<file path="src/rtl/core/gpcf_pkg.sv">
// ----------------------------------------------------------------------------
// Gimbal PID command framer package
// Shared constants, register indexes and control types.
// ----------------------------------------------------------------------------
package gpcf_pkg;

   localparam int GainFracBitsDefault = 8;

   localparam int GainWidth   = 16;
   localparam int FieldWidth  = 16;
   localparam int LimitWidth  = 14;
   localparam int ProdWidth   = 32;
   localparam int SumWidth    = 34;
   localparam int ClampWidth  = 15;
   localparam int CmdWidth    = 16;
   localparam int IndexWidth  = 4;
   localparam int FrameLen    = 8;
   localparam int ByteIdxWidth = 3;

   localparam logic [IndexWidth-1:0] REG_YAW_PROP    = 4'd0;
   localparam logic [IndexWidth-1:0] REG_YAW_DERIV   = 4'd1;
   localparam logic [IndexWidth-1:0] REG_YAW_INTEG   = 4'd2;
   localparam logic [IndexWidth-1:0] REG_PITCH_PROP  = 4'd3;
   localparam logic [IndexWidth-1:0] REG_PITCH_DERIV = 4'd4;
   localparam logic [IndexWidth-1:0] REG_PITCH_INTEG = 4'd5;
   localparam logic [IndexWidth-1:0] REG_DRIVE_LIMIT = 4'd6;
   localparam logic [IndexWidth-1:0] REG_DEADBAND    = 4'd7;

   localparam logic signed [GainWidth-1:0] PropGainReset  = 16'sd1664;
   localparam logic signed [GainWidth-1:0] DerivGainReset = 16'sd36;
   localparam logic signed [GainWidth-1:0] IntegGainReset = 16'sd0;
   localparam logic [LimitWidth-1:0]       LimitReset     = 14'd500;
   localparam logic [LimitWidth-1:0]       OffsetReset    = 14'd50;

   localparam logic [7:0] SYNC_BYTE = 8'h55;
   localparam logic [7:0] CMD_BYTE  = 8'h01;
   localparam logic [7:0] TAIL_BYTE = 8'h02;

   localparam logic [ByteIdxWidth-1:0] LastByteIdx = 3'(FrameLen - 1);

   typedef struct packed {
      logic signed [GainWidth-1:0] kp;
      logic signed [GainWidth-1:0] kd;
      logic signed [GainWidth-1:0] ki;
   } axis_gain_type;

   typedef struct packed {
      axis_gain_type               yaw;
      axis_gain_type               pitch;
      logic [LimitWidth-1:0]       limit;
      logic [LimitWidth-1:0]       offset;
   } cfg_type;

   typedef struct packed {
      logic s1;
      logic s2;
      logic s3;
      logic s4;
   } stage_en_type;

endpackage

</file>
<file path="src/rtl/core/gpcf_axis.sv">
// ----------------------------------------------------------------------------
// Gimbal PID command framer axis datapath
// Four register stages: products, scaled sum, clamp, deadband offset.
// ----------------------------------------------------------------------------
module gpcf_axis #(
   parameter int GAIN_FRAC_BITS = gpcf_pkg::GainFracBitsDefault
) (
   input  logic                                   clock,
   input  gpcf_pkg::stage_en_type                 en,
   input  gpcf_pkg::axis_gain_type                gain,
   input  logic        [gpcf_pkg::LimitWidth-1:0] limit,
   input  logic        [gpcf_pkg::LimitWidth-1:0] offset,
   input  logic signed [gpcf_pkg::FieldWidth-1:0] err,
   input  logic signed [gpcf_pkg::FieldWidth-1:0] rate,
   input  logic signed [gpcf_pkg::FieldWidth-1:0] accum,
   output logic        [gpcf_pkg::CmdWidth-1:0]   cmd
);

   localparam int Sw = gpcf_pkg::SumWidth;
   localparam logic [Sw-1:0] RoundBias = (Sw'(1) << GAIN_FRAC_BITS) - Sw'(1);

   logic signed [gpcf_pkg::ProdWidth-1:0] p_prop_ff, p_deriv_ff, p_integ_ff;
   logic signed [gpcf_pkg::ProdWidth-1:0] p_prop_in, p_deriv_in, p_integ_in;
   logic signed [Sw-1:0]                  quot_ff, quot_in, sum_w, biased_w;
   logic signed [gpcf_pkg::ClampWidth-1:0] clamp_ff, clamp_in;
   logic signed [gpcf_pkg::CmdWidth-1:0]   cmd_ff, cmd_in;
   logic signed [Sw-1:0]                  lim_pos, lim_neg;
   logic signed [gpcf_pkg::CmdWidth-1:0]  clamp_ext, off_ext;

   always_comb begin
      p_prop_in  = gain.kp * err;
      p_deriv_in = gain.kd * rate;
      p_integ_in = gain.ki * accum;
   end

   always_comb begin
      sum_w = Sw'(p_prop_ff) + Sw'(p_deriv_ff) + Sw'(p_integ_ff);
      biased_w = sum_w[Sw-1] ? (sum_w + $signed(RoundBias)) : sum_w;
      quot_in = biased_w >>> GAIN_FRAC_BITS;
   end

   always_comb begin
      lim_pos = $signed({{(Sw - gpcf_pkg::LimitWidth){1'b0}}, limit});
      lim_neg = -lim_pos;
      if (quot_ff > lim_pos) begin
         clamp_in = lim_pos[gpcf_pkg::ClampWidth-1:0];
      end else if (quot_ff < lim_neg) begin
         clamp_in = lim_neg[gpcf_pkg::ClampWidth-1:0];
      end else begin
         clamp_in = quot_ff[gpcf_pkg::ClampWidth-1:0];
      end
   end

   always_comb begin
      clamp_ext = gpcf_pkg::CmdWidth'(clamp_ff);
      off_ext = $signed({{(gpcf_pkg::CmdWidth - gpcf_pkg::LimitWidth){1'b0}}, offset});
      if (clamp_ext > 0) begin
         cmd_in = clamp_ext + off_ext;
      end else begin
         cmd_in = clamp_ext - off_ext;
      end
   end

   always_ff @(posedge clock) begin
      if (en.s1) begin
         p_prop_ff  <= p_prop_in;
         p_deriv_ff <= p_deriv_in;
         p_integ_ff <= p_integ_in;
      end
      if (en.s2) begin
         quot_ff <= quot_in;
      end
      if (en.s3) begin
         clamp_ff <= clamp_in;
      end
      if (en.s4) begin
         cmd_ff <= cmd_in;
      end
   end

   assign cmd = cmd_ff;

endmodule

</file>
<file path="config.mk">
export PLATFORM = sky130hd
export DESIGN_NAME = gpcf_axis
export DESIGN_NICKNAME = d
export VERILOG_FILES = /design/src/rtl/core/gpcf_pkg.sv /design/src/rtl/core/gpcf_axis.sv
export SDC_FILE = /design/constraint.sdc
export NUM_CORES = 2
export LEC_CHECK = 0
export BUFFER_PORTS_ARGS = -buffer_cell sky130_fd_sc_hd__buf_2
export CAP_MARGIN = 20
export CORE_MARGIN = 2
export CORE_UTILIZATION = 65
export CTS_CLUSTER_DIAMETER = 30
export DETAILED_ROUTE_END_ITERATION = 6
export PLACE_DENSITY_LB_ADDON = 0.08
export SYNTH_ARGS = -nofsm -noshare
export SYNTH_HDL_FRONTEND = slang
export SYNTH_SLANG_ARGS = --single-unit
</file>
<file path="constraint.sdc">
create_clock -name clock -period 8.9 [get_ports clock]
set_input_delay 0.89 -clock clock [delete_from_list [all_inputs] [get_ports clock]]
set_output_delay 0.89 -clock clock [all_outputs]
set_load 0.02 [all_outputs]
</file>
==> results.sh <==
export IMPL_run_status="completed"
export IMPL_h_tree_depth=4
export IMPL_core_area_um2=60400
export IMPL_setup_tns_final_ns=0
export IMPL_overflow=0
export IMPL_avgSynthCellArea_um2=9.61
export IMPL_antenna_found_initial=0
export IMPL_slew_headroom_pct=39.0
export IMPL_highest_layer="met4"
export IMPL_final_layout_size_suffix_gt1_share_pct=5.11
export IMPL_track_usage_pct=29.1
export IMPL_die_area_um2=63100
export IMPL_cp_end_kind="register"
export IMPL_cp_data_required_time_ns=9.07
export IMPL_clkTransAtPathRegs_ns=0.07
export IMPL_drt_vias_per_instance=5.59
export IMPL_synthMuxAreaShare_pct=0.403
export IMPL_cts_repair_resized=0
export IMPL_synth_ff_type="edfxtp_1"
export IMPL_synth_seq_area_share_pct=11.6
export IMPL_period_minus_slack_ns=6.75
export IMPL_synthArstFlopShare_pct=0
export IMPL_syn_cell_area_um2=39700
export IMPL_place_worst_setup_slack_ns=1.72
export IMPL_syn_num_nets=5423
export IMPL_root_buffer="clkbuf_16"
export IMPL_cts_setup_buffers=0
export IMPL_startpoint_type="primary input"
export IMPL_met1_length_um=37700
export IMPL_drt_pass1_iter_count=5
export IMPL_worstPathMaxFanout=16
export IMPL_setup_viol=0
export IMPL_drv_slew=0
export IMPL_synth_xor_area_share_pct=4.26
export IMPL_hold_viol_final=0
export IMPL_hold_class="register to register"
export IMPL_clock_sinks=153
export IMPL_numCtsBuffers=17
export IMPL_grt_start_max_net_pins=50
export IMPL_synth_compound_area_share_pct=7.22
export IMPL_wl_met3_um=4470
export IMPL_grt_first_pass_wirelength_um=147000
export IMPL_routed_wl_um=85800
export IMPL_post_drt_wl_per_cell_um=17.3
export IMPL_synth_edf_count=153
export IMPL_synth_seq_cells=153
export IMPL_cts_tree="yes"
export IMPL_dp_hpwl_um=72300
export IMPL_clock_skew_ns=0.0110
export IMPL_portBuffers=144
export IMPL_io_pins=145
export IMPL_synth_top_family_by_area="adder cells"
export IMPL_syn_to_final_growth_pct=4.73
export IMPL_holdWs_ns=0.678
export IMPL_timing_final_crit_share_pct=75.9
export IMPL_start_util_pct=65.8
export IMPL_drv_cap=0
export IMPL_drc=0
export IMPL_nets=5467
export IMPL_clk_latency_ns=0.44
export IMPL_arrival_ns=6.93
export IMPL_crit_type="primary input to register"
export IMPL_rsz0062_at_grt="no"
export IMPL_fp_dieH_um=251
export IMPL_synth_cell_types=86
export IMPL_clock_fmax_mhz=148
export IMPL_die_x_um=251
export IMPL_wl_met2_um=41600
export IMPL_worstMarginPinSlew_ns=0.906
export IMPL_grt_pass1_vias=29300
export IMPL_synth_simple_area_share_pct=14.7
export IMPL_layout_setup_ws_ns=2.15
export IMPL_place_congestion=0.891
export IMPL_num_vias=27800
export IMPL_syn_inst=4131
export IMPL_yosys_warnings=0
export IMPL_synthAdderAreaFrac_pct=52.1
export IMPL_ant_nets=0
export IMPL_clock_path_buffers=2
export IMPL_std_cell_rows=90
export IMPL_num_antenna_cells=0
export IMPL_drtIter0Drc=1625
export IMPL_postCtsHoldBufs=0
==> layout make-up <==
| class | count | area [µm²] |
|---|---|---|
| Timing Repair Buffer | 146 | 738 |
| Sequential cell | 153 | 4590 |
| Multi-Input combinational cell | 2953 | 31300 |
| Tap cell | 782 | 978 |
| Inverter | 904 | 3390 |
| Clock buffer | 18 | 429 |
| Clock inverter | 12 | 191 |
| Fill cell | 4861 | 18800 |
==> sequential cells by signal, indices dropped and copies added, names as in the netlist <==
register    count
p_deriv_ff     32
p_integ_ff     32
cmd            16
clamp_ff       15
quot_ff        26
p_prop_ff      32
==> metal layers <==
layer  vias to the layer above  GRT usage (%)
met3                       132           3.16
met4                         0           7.14
met2                       764           48.6
met5                         -              0
li1                      12800              -
met1                     14000           41.2
==> placed cells by master (no fill, tap or decap), types with 6 or more instances in the layout <==
cell type  instances
a31oi_1            8
o21bai_1          12
nand2b_1          31
a211oi_1          21
o21a_1            26
and3_1            10
inv_1            904
nand2_1          434
or3_1             14
nand3_1           35
buf_2            143
clkbuf_16         17
o21ai_1            9
nor3_1            36
a21o_1            65
fa_1             820
nor4_1            20
a21oi_1          113
and2_1           378
ha_1             343
a31o_2             9
nand4_1           15
o21ai_0           71
a22oi_1            8
mux2i_1           16
xor2_1            44
nor2_1           127
edfxtp_1         153
o31ai_1           14
nor2b_1           20
xnor2_1          141
o211ai_1          16
or2_2              6
==> final timing paths <==
path / from / slack [ns] / end / depth (start not counted)
setup / recovery: gain[7] / 2.15 / p_integ_ff[31] / 23
hold / removal: quot_ff[2] / 0.68 / clamp_ff[2] / 2
setup reg to reg: clamp_ff[1] / 4.22 / cmd[15] / 14
hold reg to reg: quot_ff[2] / 0.68 / clamp_ff[2] / 2
==> synth_stat cells, drive strengths merged (5+ instances only) <==
master | number | area, µm²
nand2 | 434 | 1630
and3 | 10 | 62.6
nor2b | 20 | 125
and2 | 379 | 2370
o22ai | 5 | 31.3
a22oi | 8 | 60.1
nand2b | 31 | 194
nand3 | 37 | 195
a31o | 9 | 78.8
mux2i | 16 | 160
fa | 820 | 16400
or2 | 6 | 37.5
o21ai | 80 | 400
inv | 904 | 3390
o21a | 26 | 195
o211ai | 16 | 120
buf | 7 | 30.0
o31ai | 15 | 118
nor4 | 22 | 168
edfxtp | 153 | 4590
xnor2 | 142 | 1250
a211oi | 22 | 170
and4 | 6 | 55.1
a21oi | 115 | 583
clkbuf | 114 | 428
nor2 | 127 | 477
nor3 | 37 | 190
xor2 | 46 | 440
ha | 343 | 4290
nand4 | 16 | 115
a31oi | 9 | 62.6
o21bai | 12 | 90.1
or3 | 15 | 98.8
a21o | 65 | 488
==> stage by stage <==
stage          util, %  instances  area [µm²]
6_report          68.9       4968       41600
3_5_place_dp      67.9       4938       41000
3_3_place_gp      67.9       4938       41000
4_1_cts           68.9       4968       41600
5_1_grt           68.9       4968       41600
2_1_floorplan        -       4131       39700
==> worst max-delay path: stages <==
cell and delay (ns):
buf_2 0.27, nand2_1 0.14, fa_1 0.55, inv_1 0.05, fa_1 0.50, inv_1 0.06, fa_1 0.53, inv_1 0.05
fa_1 0.46, fa_1 0.49, inv_1 0.05, fa_1 0.47, inv_1 0.04, ha_1 0.34, or2_2 0.31, a31oi_1 0.18
a31oi_1 0.08, a21oi_1 0.28, o21ai_0 0.19, o41a_1 0.40, a311o_1 0.33, a21oi_1 0.18, xnor2_1 0.08
==> kinds of logic (layout without fill, tap and decap cells) <==
| family | count (synthesis) | in the layout |
|---|---|---|
| mux | 16 | 16 |
| compound gates | 431 | 431 |
| simple gates | 1155 | 1155 |
| buf+inv | 1025 | 1080 |
| xor+xnor | 188 | 188 |
| fa+ha+maj | 1163 | 1163 |
| flops | 153 | 153 |
Power is not shown: default switching activity piles up to over one toggle a cycle in this logic, so the estimate is an artifact.
