`config.mk`:
```
export PLATFORM = sky130hd
export DESIGN_NAME = gpcf_csr
export DESIGN_NICKNAME = d
export VERILOG_FILES = /design/src/rtl/core/gpcf_pkg.sv /design/src/rtl/core/gpcf_csr.sv
export SDC_FILE = /design/constraint.sdc
export NUM_CORES = 1
export LEC_CHECK = 0
export ABC_CLOCK_PERIOD_IN_PS = 1300
export BUFFER_PORTS_ARGS = -buffer_cell sky130_fd_sc_hd__buf_2
export CAP_MARGIN = 20
export CORE_MARGIN = 3
export CORE_UTILIZATION = 51
export DETAILED_ROUTE_END_ITERATION = 7
export PLACE_DENSITY = 0.87
export SYNTH_ARGS = -nofsm -noshare
export SYNTH_HDL_FRONTEND = slang
export SYNTH_SLANG_ARGS = --single-unit
```
`constraint.sdc`:
```
create_clock -name clock -period 1.3 [get_ports clock]
set_clock_uncertainty 0.05 [all_clocks]
set_input_delay 0 -clock clock [delete_from_list [all_inputs] [get_ports clock]]
set_output_delay 0 -clock clock [all_outputs]
set_load 0.01 [all_outputs]
```
`src/rtl/core/gpcf_pkg.sv`:
```
// ----------------------------------------------------------------------------
// Gimbal PID command framer package
// Shared constants, register indexes and control types.
// ----------------------------------------------------------------------------
package gpcf_pkg;

   localparam int GainFracBitsDefault = 8;

   localparam int GainWidth   = 16;
   localparam int FieldWidth  = 16;
   localparam int LimitWidth  = 14;
   localparam int ProdWidth   = 32;
   localparam int SumWidth    = 34;
   localparam int ClampWidth  = 15;
   localparam int CmdWidth    = 16;
   localparam int IndexWidth  = 4;
   localparam int FrameLen    = 8;
   localparam int ByteIdxWidth = 3;

   localparam logic [IndexWidth-1:0] REG_YAW_PROP    = 4'd0;
   localparam logic [IndexWidth-1:0] REG_YAW_DERIV   = 4'd1;
   localparam logic [IndexWidth-1:0] REG_YAW_INTEG   = 4'd2;
   localparam logic [IndexWidth-1:0] REG_PITCH_PROP  = 4'd3;
   localparam logic [IndexWidth-1:0] REG_PITCH_DERIV = 4'd4;
   localparam logic [IndexWidth-1:0] REG_PITCH_INTEG = 4'd5;
   localparam logic [IndexWidth-1:0] REG_DRIVE_LIMIT = 4'd6;
   localparam logic [IndexWidth-1:0] REG_DEADBAND    = 4'd7;

   localparam logic signed [GainWidth-1:0] PropGainReset  = 16'sd1664;
   localparam logic signed [GainWidth-1:0] DerivGainReset = 16'sd36;
   localparam logic signed [GainWidth-1:0] IntegGainReset = 16'sd0;
   localparam logic [LimitWidth-1:0]       LimitReset     = 14'd500;
   localparam logic [LimitWidth-1:0]       OffsetReset    = 14'd50;

   localparam logic [7:0] SYNC_BYTE = 8'h55;
   localparam logic [7:0] CMD_BYTE  = 8'h01;
   localparam logic [7:0] TAIL_BYTE = 8'h02;

   localparam logic [ByteIdxWidth-1:0] LastByteIdx = 3'(FrameLen - 1);

   typedef struct packed {
      logic signed [GainWidth-1:0] kp;
      logic signed [GainWidth-1:0] kd;
      logic signed [GainWidth-1:0] ki;
   } axis_gain_type;

   typedef struct packed {
      axis_gain_type               yaw;
      axis_gain_type               pitch;
      logic [LimitWidth-1:0]       limit;
      logic [LimitWidth-1:0]       offset;
   } cfg_type;

   typedef struct packed {
      logic s1;
      logic s2;
      logic s3;
      logic s4;
   } stage_en_type;

endpackage

```
`src/rtl/core/gpcf_csr.sv`:
```
// ----------------------------------------------------------------------------
// Gimbal PID command framer register file
// Holds the axis gains, the drive limit and the deadband offset.
// ----------------------------------------------------------------------------
module gpcf_csr (
   input  logic                                 clock,
   input  logic                                 reset,
   input  logic                                 csr_valid,
   input  logic [gpcf_pkg::IndexWidth-1:0]      csr_index,
   input  logic [gpcf_pkg::GainWidth-1:0]       csr_wdata,
   output gpcf_pkg::cfg_type                    cfg
);

   gpcf_pkg::cfg_type cfg_ff;
   gpcf_pkg::cfg_type cfg_in;

   always_comb begin
      cfg_in = cfg_ff;
      if (csr_valid) begin
         case (csr_index)
            gpcf_pkg::REG_YAW_PROP:    cfg_in.yaw.kp   = csr_wdata;
            gpcf_pkg::REG_YAW_DERIV:   cfg_in.yaw.kd   = csr_wdata;
            gpcf_pkg::REG_YAW_INTEG:   cfg_in.yaw.ki   = csr_wdata;
            gpcf_pkg::REG_PITCH_PROP:  cfg_in.pitch.kp = csr_wdata;
            gpcf_pkg::REG_PITCH_DERIV: cfg_in.pitch.kd = csr_wdata;
            gpcf_pkg::REG_PITCH_INTEG: cfg_in.pitch.ki = csr_wdata;
            gpcf_pkg::REG_DRIVE_LIMIT:
               cfg_in.limit = csr_wdata[gpcf_pkg::LimitWidth-1:0];
            gpcf_pkg::REG_DEADBAND:
               cfg_in.offset = csr_wdata[gpcf_pkg::LimitWidth-1:0];
            default: cfg_in = cfg_ff;
         endcase
      end
   end

   always_ff @(posedge clock) begin
      if (reset) begin
         cfg_ff.yaw.kp   <= gpcf_pkg::PropGainReset;
         cfg_ff.yaw.kd   <= gpcf_pkg::DerivGainReset;
         cfg_ff.yaw.ki   <= gpcf_pkg::IntegGainReset;
         cfg_ff.pitch.kp <= gpcf_pkg::PropGainReset;
         cfg_ff.pitch.kd <= gpcf_pkg::DerivGainReset;
         cfg_ff.pitch.ki <= gpcf_pkg::IntegGainReset;
         cfg_ff.limit    <= gpcf_pkg::LimitReset;
         cfg_ff.offset   <= gpcf_pkg::OffsetReset;
      end else begin
         cfg_ff <= cfg_in;
      end
   end

   assign cfg = cfg_ff;

endmodule

```
==> metrics.txt, run 1 <==
Synth area leader=dfxtp_1; Slew @ Worst Pin=0.544 ns; vias in the first global route=4,472; synthesized area per cell=10.6 µm²; Fill cells=650; Setup CP Type=in2reg; Max Fclk=between 700 and 800 MHz; # IOs=147; dpl cell area=approximately 0.0058 mm²; via count=4,091; Slew Viols, Final=0; Hold Worst Slack=0.0361 ns; r2r worst-path depth=2; CTS tree=yes; H-tree levels=4; Worst-Skew Late Latency=0.50 ns; CP Data Required Time=between 1.5 and 2 ns; Pleak=3.44 nW; largest family of logic cells by synthesized area=multiplexers; row count=35; Die ar.=0.0107 mm²; Post-Synth Simple-Gate Area=19.5%; Slew Limit Headroom=63.7%; WHS Endpoint=cfg[22]; synthesized net count=481; DR iter-0 viols=172; share of cells above drive strength 1=between 30% and 40%; post-route cell area=0.00676 mm²; Worst R2R Start=cfg[22]; Starting Density=a little over half; core area=0.00924 mm²; Vias per Instance=approximately 5.3; synth cell count leaders=dfxtp_1 (124), mux2i_1 (106), nand2b_1 (106), nor2_1 (25), clkbuf_1 (18); Mapped Area=0.00486 mm²; DRC=0; die width=104 µm; post-synthesis register bit count=124; setup TNS=0 ns; Post-synth EDFFs=0; Post-Synth Adder-Cell Area=0%; post-synthesis mux area share=21.8%; Worst EP arrival=1.63 ns; # clock sinks=about 120; GR Overflow Total=0; port buffer count=146; dpl hpwl=8820 µm; CTS Buffer Depth=2; Total Routing Usage GR=around a quarter; post-DR wirelength/cell=17.7 µm; first-pass GRT wire length=22,200 µm; leading register cell type out of synthesis=dfxtp_1; count leader, synth=dfxtp_1; ys async rst share=0%; Worst Hold Depth=4; Seq/Total Area, Yosys=51.1%; Worst setup EP type=flop; max reg flops=124; Yosys cell types=24; Num CTS Buffers=17; PD cells=approximately 1400 mW/mm²; most area-consuming cells after synthesis=dfxtp_1 (51%), mux2i_1 (22%), nand2b_1 (14%); xor and xnor area share after synthesis=0%; antenna viol nets, final=0; Crit Path Max Fanout=16; synth warn=0; Hold Vio Cnt, Final=0; Area Overhead vs Synth=38.9%; clock-pin slew on the worst setup and hold paths=0.06 ns; total power=9.54 mW; final setup violation count=0; Routability Congestion=approximately 0.82; worst hold path class=in2reg; status=complete, no violations; height of the die=104 µm; Pre-antenna DRT Iters=6; Hold Path Origin=csr_index[0]; Tmin final=1.25 ns; largest net degree at the start of global routing=39; drt total wl=between 10,000 and 15,000 µm; unrepaired setup endpoints after global routing=no; initial antenna violation count=0; peak supply drop=860 µV; # Max-Cap Violations=0; worst reg2reg setup slack=slightly below 0.4 ns; clk root buf=clkbuf_8; Ant. Diodes=0; Worst setup SP type=input pin; final net count=660; worst r2r dst=cfg[22]; Synth Area in Compound Gates=3.96%; Syn Inst Count=458; final worst path period share=around 96%; Synth top area share=51.1%
==> report_power, final <==
part	leakage (nW)	switching, mW	total (mW)	internal [mW]
clock	0.307	1.73	5.09	3.36
combinational	2.13	0.312	0.572	0.260
sequential	1.00	0.0273	3.88	3.85
==> what timing repair did <==
action / CTS / global route
hold buffers: 31 / 0
gates resized for setup: 0 / 1
endpoints found under the setup margin: 0 / 8
buffers inserted: 0 / 0
hold endpoints to repair: 105 / 0
==> per-stage QoR <==
| step | std cells | util (%) | setup slack, ns |
|---|---|---|---|
| final | 779 | 73.1 | 0.0490 |
| after global routing | 779 | 73.1 | 0.0202 |
| after floorplan | 458 | - | 0.273 |
| after CTS | 779 | 73.1 | 0.0783 |
| after detailed placement | 716 | 62.7 | 0.0711 |
| after global placement | 716 | 62.7 | 0.148 |
==> worst max-delay path by stage <==
| stage | endpoint | start | slack (ns) |
|---|---|---|---|
| after global placement | cfg[71] | csr_index[3] | 0.15 |
| after detailed placement | cfg[78] | csr_index[3] | 0.07 |
| final | cfg[87] | csr_index[1] | 0.05 |
| after floorplan | cfg[81] | csr_index[3] | 0.27 |
| after CTS | cfg[79] | csr_index[3] | 0.08 |
| after global routing | cfg[87] | csr_index[0] | 0.02 |
==> cells by family after synthesis <==
group,after synthesis
AND/OR/NAND/NOR,161
flip-flops,124
multiplexers,106
AO/OA/AOI/OAI,36
buffers and inverters,31
==> per-layer routing <==
metal  wire length [µm]  global-route usage (%)
met5                  0                       0
met2               6880                    45.0
met3                863                    7.35
met1               5640                    29.4
met4                429                    11.9
==> critical path, stage by stage <==
cell	delay [ns]
buf_2	0.10
nor2b_1	0.36
buf_4	0.30
nand3_1	0.11
dlygate4sd3_1	0.58
a21oi_1	0.17
==> cell usage in the layout, fill, tap and decap left out, types with 2 or more instances in the layout <==
cell,instances
a211o_1,2
a21boi_0,2
a21oi_1,16
and2_1,2
buf_12,9
buf_2,145
buf_4,6
bufinv_16,5
clkbuf_16,16
clkbuf_8,2
clkinv_2,2
clkinv_4,3
clkinvlp_4,3
dfxtp_1,124
dlygate4sd3_1,30
mux2i_1,106
nand2_1,2
nand2_2,3
nand2b_1,106
nand3_1,16
nor2_1,25
o21ai_0,16
==> final cells by class <==
| type | count | area, µm² | share of cell area [%] |
|---|---|---|---|
| Clock buffer | 18 | 428 | 6.33 |
| Clock inverter | 14 | 218 | 3.22 |
| Multi-Input combinational cell | 303 | 2200 | 32.6 |
| Sequential cell | 124 | 2480 | 36.7 |
| Tap cell | 129 | 161 | 2.39 |
| Timing Repair Buffer | 191 | 1260 | 18.7 |
No activity file was read; power rests on OpenSTA's default activity.
==> run 2, diff against run 1 <==
--- a/config.mk
+++ b/config.mk
@@ -8,8 +8,10 @@
 export ABC_CLOCK_PERIOD_IN_PS = 1300
 export BUFFER_PORTS_ARGS = -buffer_cell sky130_fd_sc_hd__buf_2
 export CAP_MARGIN = 20
+export CELL_PAD_IN_SITES_DETAIL_PLACEMENT = 1
+export CELL_PAD_IN_SITES_GLOBAL_PLACEMENT = 1
 export CORE_MARGIN = 3
-export CORE_UTILIZATION = 51
+export CORE_UTILIZATION = 39
 export DETAILED_ROUTE_END_ITERATION = 7
 export PLACE_DENSITY = 0.87
 export SYNTH_ARGS = -nofsm -noshare
==> run 2 against run 1 <==
Net effect:
- flip-flop and latch count unchanged
- critical endpoint is now cfg[66]
- non-clock buffer count down 15
- global-route usage down 4.0 points
- final cell count up 2.8%
- combinational power down 4.9%
- die area up 29%
- largest cell class unchanged
- critical path depth down 5
- highest routed layer unchanged
==> metrics.txt, run 2 (synthesis results as in run 1) <==
Area Overhead vs Synth=35.0%; peak supply drop=712 µV (-17%); Ant. Diodes=0 (unchanged); Worst setup SP type=flop; worst reg2reg setup slack=0.44 ns (+0.05 ns); Pre-antenna DRT Iters=4 (-2); setup TNS=0 ns (unchanged); initial antenna violation count=0 (unchanged); Hold Worst Slack=0.0504 ns (+0.0143 ns); row count=40 (+14%); Num CTS Buffers=17 (unchanged); Worst EP arrival=0.92 ns (-0.71 ns); Hold Vio Cnt, Final=0 (unchanged); critical path buffer and inverter count=1 (-2); via count=3,963 (-3.1%); # Max-Cap Violations=0 (unchanged); hold_buf cts=16 (-48%); CP Cell Sequence=buf_2; CP top delay family=flip-flops; Max stage delay cell, worst path=dfxtp_1; Hold Path Origin=csr_index[1]; max layer used=met4; Worst R2R Start=cfg[20]; Slew @ Worst Pin=0.492 ns (-0.0522 ns); # IOs=147 (unchanged); first-pass GRT wire length=23,600 µm (+6.4%); CTS Buffer Depth=2 (unchanged); drt total wl=14,900 µm (+7.5%); Largest stage delay, worst path=0.36 ns (-0.22 ns); Slew Viols, Final=0 (unchanged); largest net degree at the start of global routing=51 (+31%); setup repair bufs after CTS=0 (unchanged); Setup CP Type=reg2out; max reg flops=124 (unchanged); Tmin final=0.974 ns (-0.277 ns); H-tree levels=4 (unchanged); core area=0.0121 mm² (+31%); metal3 WL=732 µm (-15%); Slew Limit Headroom=67.2% (+3.5 points); DRT met1 WL=6170 µm (+9.3%); final net count=645 (-2.3%); Total Routing Usage GR=21.8% (-4.0 points); Fill cells=1,387 (+110%); Max Fclk=1030 MHz (+28%); Final WS setup=0.326 ns (+0.277 ns); worst hold path class=in2reg; share of cells above drive strength 1=31.0% (+0.35 points); clk root buf=clkbuf_16; WHS Endpoint=cfg[106]; PD cells=1360 mW/mm² (-3.6%); Routability Congestion=0.793 (-3.8%); commonest non-fill, non-tap cell in the layout=buf_2; Die ar.=0.0138 mm² (+29%); unrepaired setup endpoints after global routing=no; clock-pin slew on the worst setup and hold paths=0.05 ns (about the same); vias in the first global route=4,309 (-3.6%); dpl hpwl=10,400 µm (+18%); # clock sinks=124 (unchanged); dpl ws=0.0592 ns (-0.0119 ns); height of the die=118 µm (+14%); worst r2r dst=cfg[20]; Worst setup EP type=primary output; CP Data Required Time=1.25 ns (-0.43 ns); antenna viol nets, final=0 (unchanged); dpl cells=755 (+5.4%); post-DR wirelength/cell=18.5 µm (+4.5%); Crit Path Max Fanout=2 (-14); final setup violation count=0 (unchanged); total power=8.95 mW (-6.3%); Worst Hold Depth=4 (unchanged); DRC=0 (unchanged); Vias per Instance=4.95 (-5.8%); CTS-repair resized insts=0 (unchanged); CTS tree=yes; r2r worst-path depth=2 (unchanged); final worst path period share=74.9% (-21 points); metal2 WL=7710 µm (+12%); Pleak=3.35 nW (-2.6%); GR Overflow Total=0 (unchanged); Worst-Skew Late Latency=0.41 ns (-0.09 ns); Starting Density=40.1% (-12 points); final std cells w/o fill=801 (+2.8%); status=complete, no violations; DR iter-0 viols=137 (-20%); most frequent cells in the layout=buf_2 (145), dfxtp_1 (124), nand2b_1 (106), mux2i_1 (106), nor2_1 (25); port buffer count=146 (unchanged); die width=118 µm (+14%)
==> run 2: cell types whose count changed in the layout (fill, tap and decap cells not counted), moves of 3 or more <==
cell	previous run	this run
dlygate4sd3_1	30	16
bufinv_16	5	1
clkbuf_8	2	6
clkinv_4	3	0
==> run 2: stage by stage <==
stage	instance area, µm²	utilization, %
detailed placement	5830	48.2
global placement	5830	48.2
CTS	6570	54.2
floorplan	4860	-
finish	6570	54.2
global route	6570	54.2
==> run 2: cell type report <==
cell class / instances / area, µm² / share of cell area [%]
timing repair buffer: 176 / 1100 / 16.7
tap: 168 / 210 / 3.20
multi-input combinational: 303 / 2200 / 33.5
clock inverter: 6 / 60.1 / 0.915
clock buffer: 24 / 512 / 7.79
sequential: 124 / 2480 / 37.8
==> run 2: worst max-delay path by stage <==
stage	endpoint	slack (ns)	start	depth (start not counted)
final	cfg[66]	0.33	cfg[66]	1
after global routing	cfg[65]	0.28	cfg[65]	1
after floorplan	cfg[81]	0.27	csr_index[3]	4
after global placement	cfg[88]	0.14	csr_index[3]	4
after detailed placement	cfg[80]	0.06	csr_index[3]	4
after CTS	cfg[96]	0.30	cfg[96]	1
==> run 2: routing by layer <==
layer,track usage (%),vias to the layer above
met3,6.20,21
li1,-,1862
met2,39.0,115
met1,24.9,1965
met4,7.55,0
met5,0,-
==> run 2: where the power goes <==
part / internal (mW) / total (mW) / switching, mW
combinational: 0.237 / 0.544 / 0.308
clock: 2.90 / 4.52 / 1.62
sequential: 3.85 / 3.88 / 0.0285
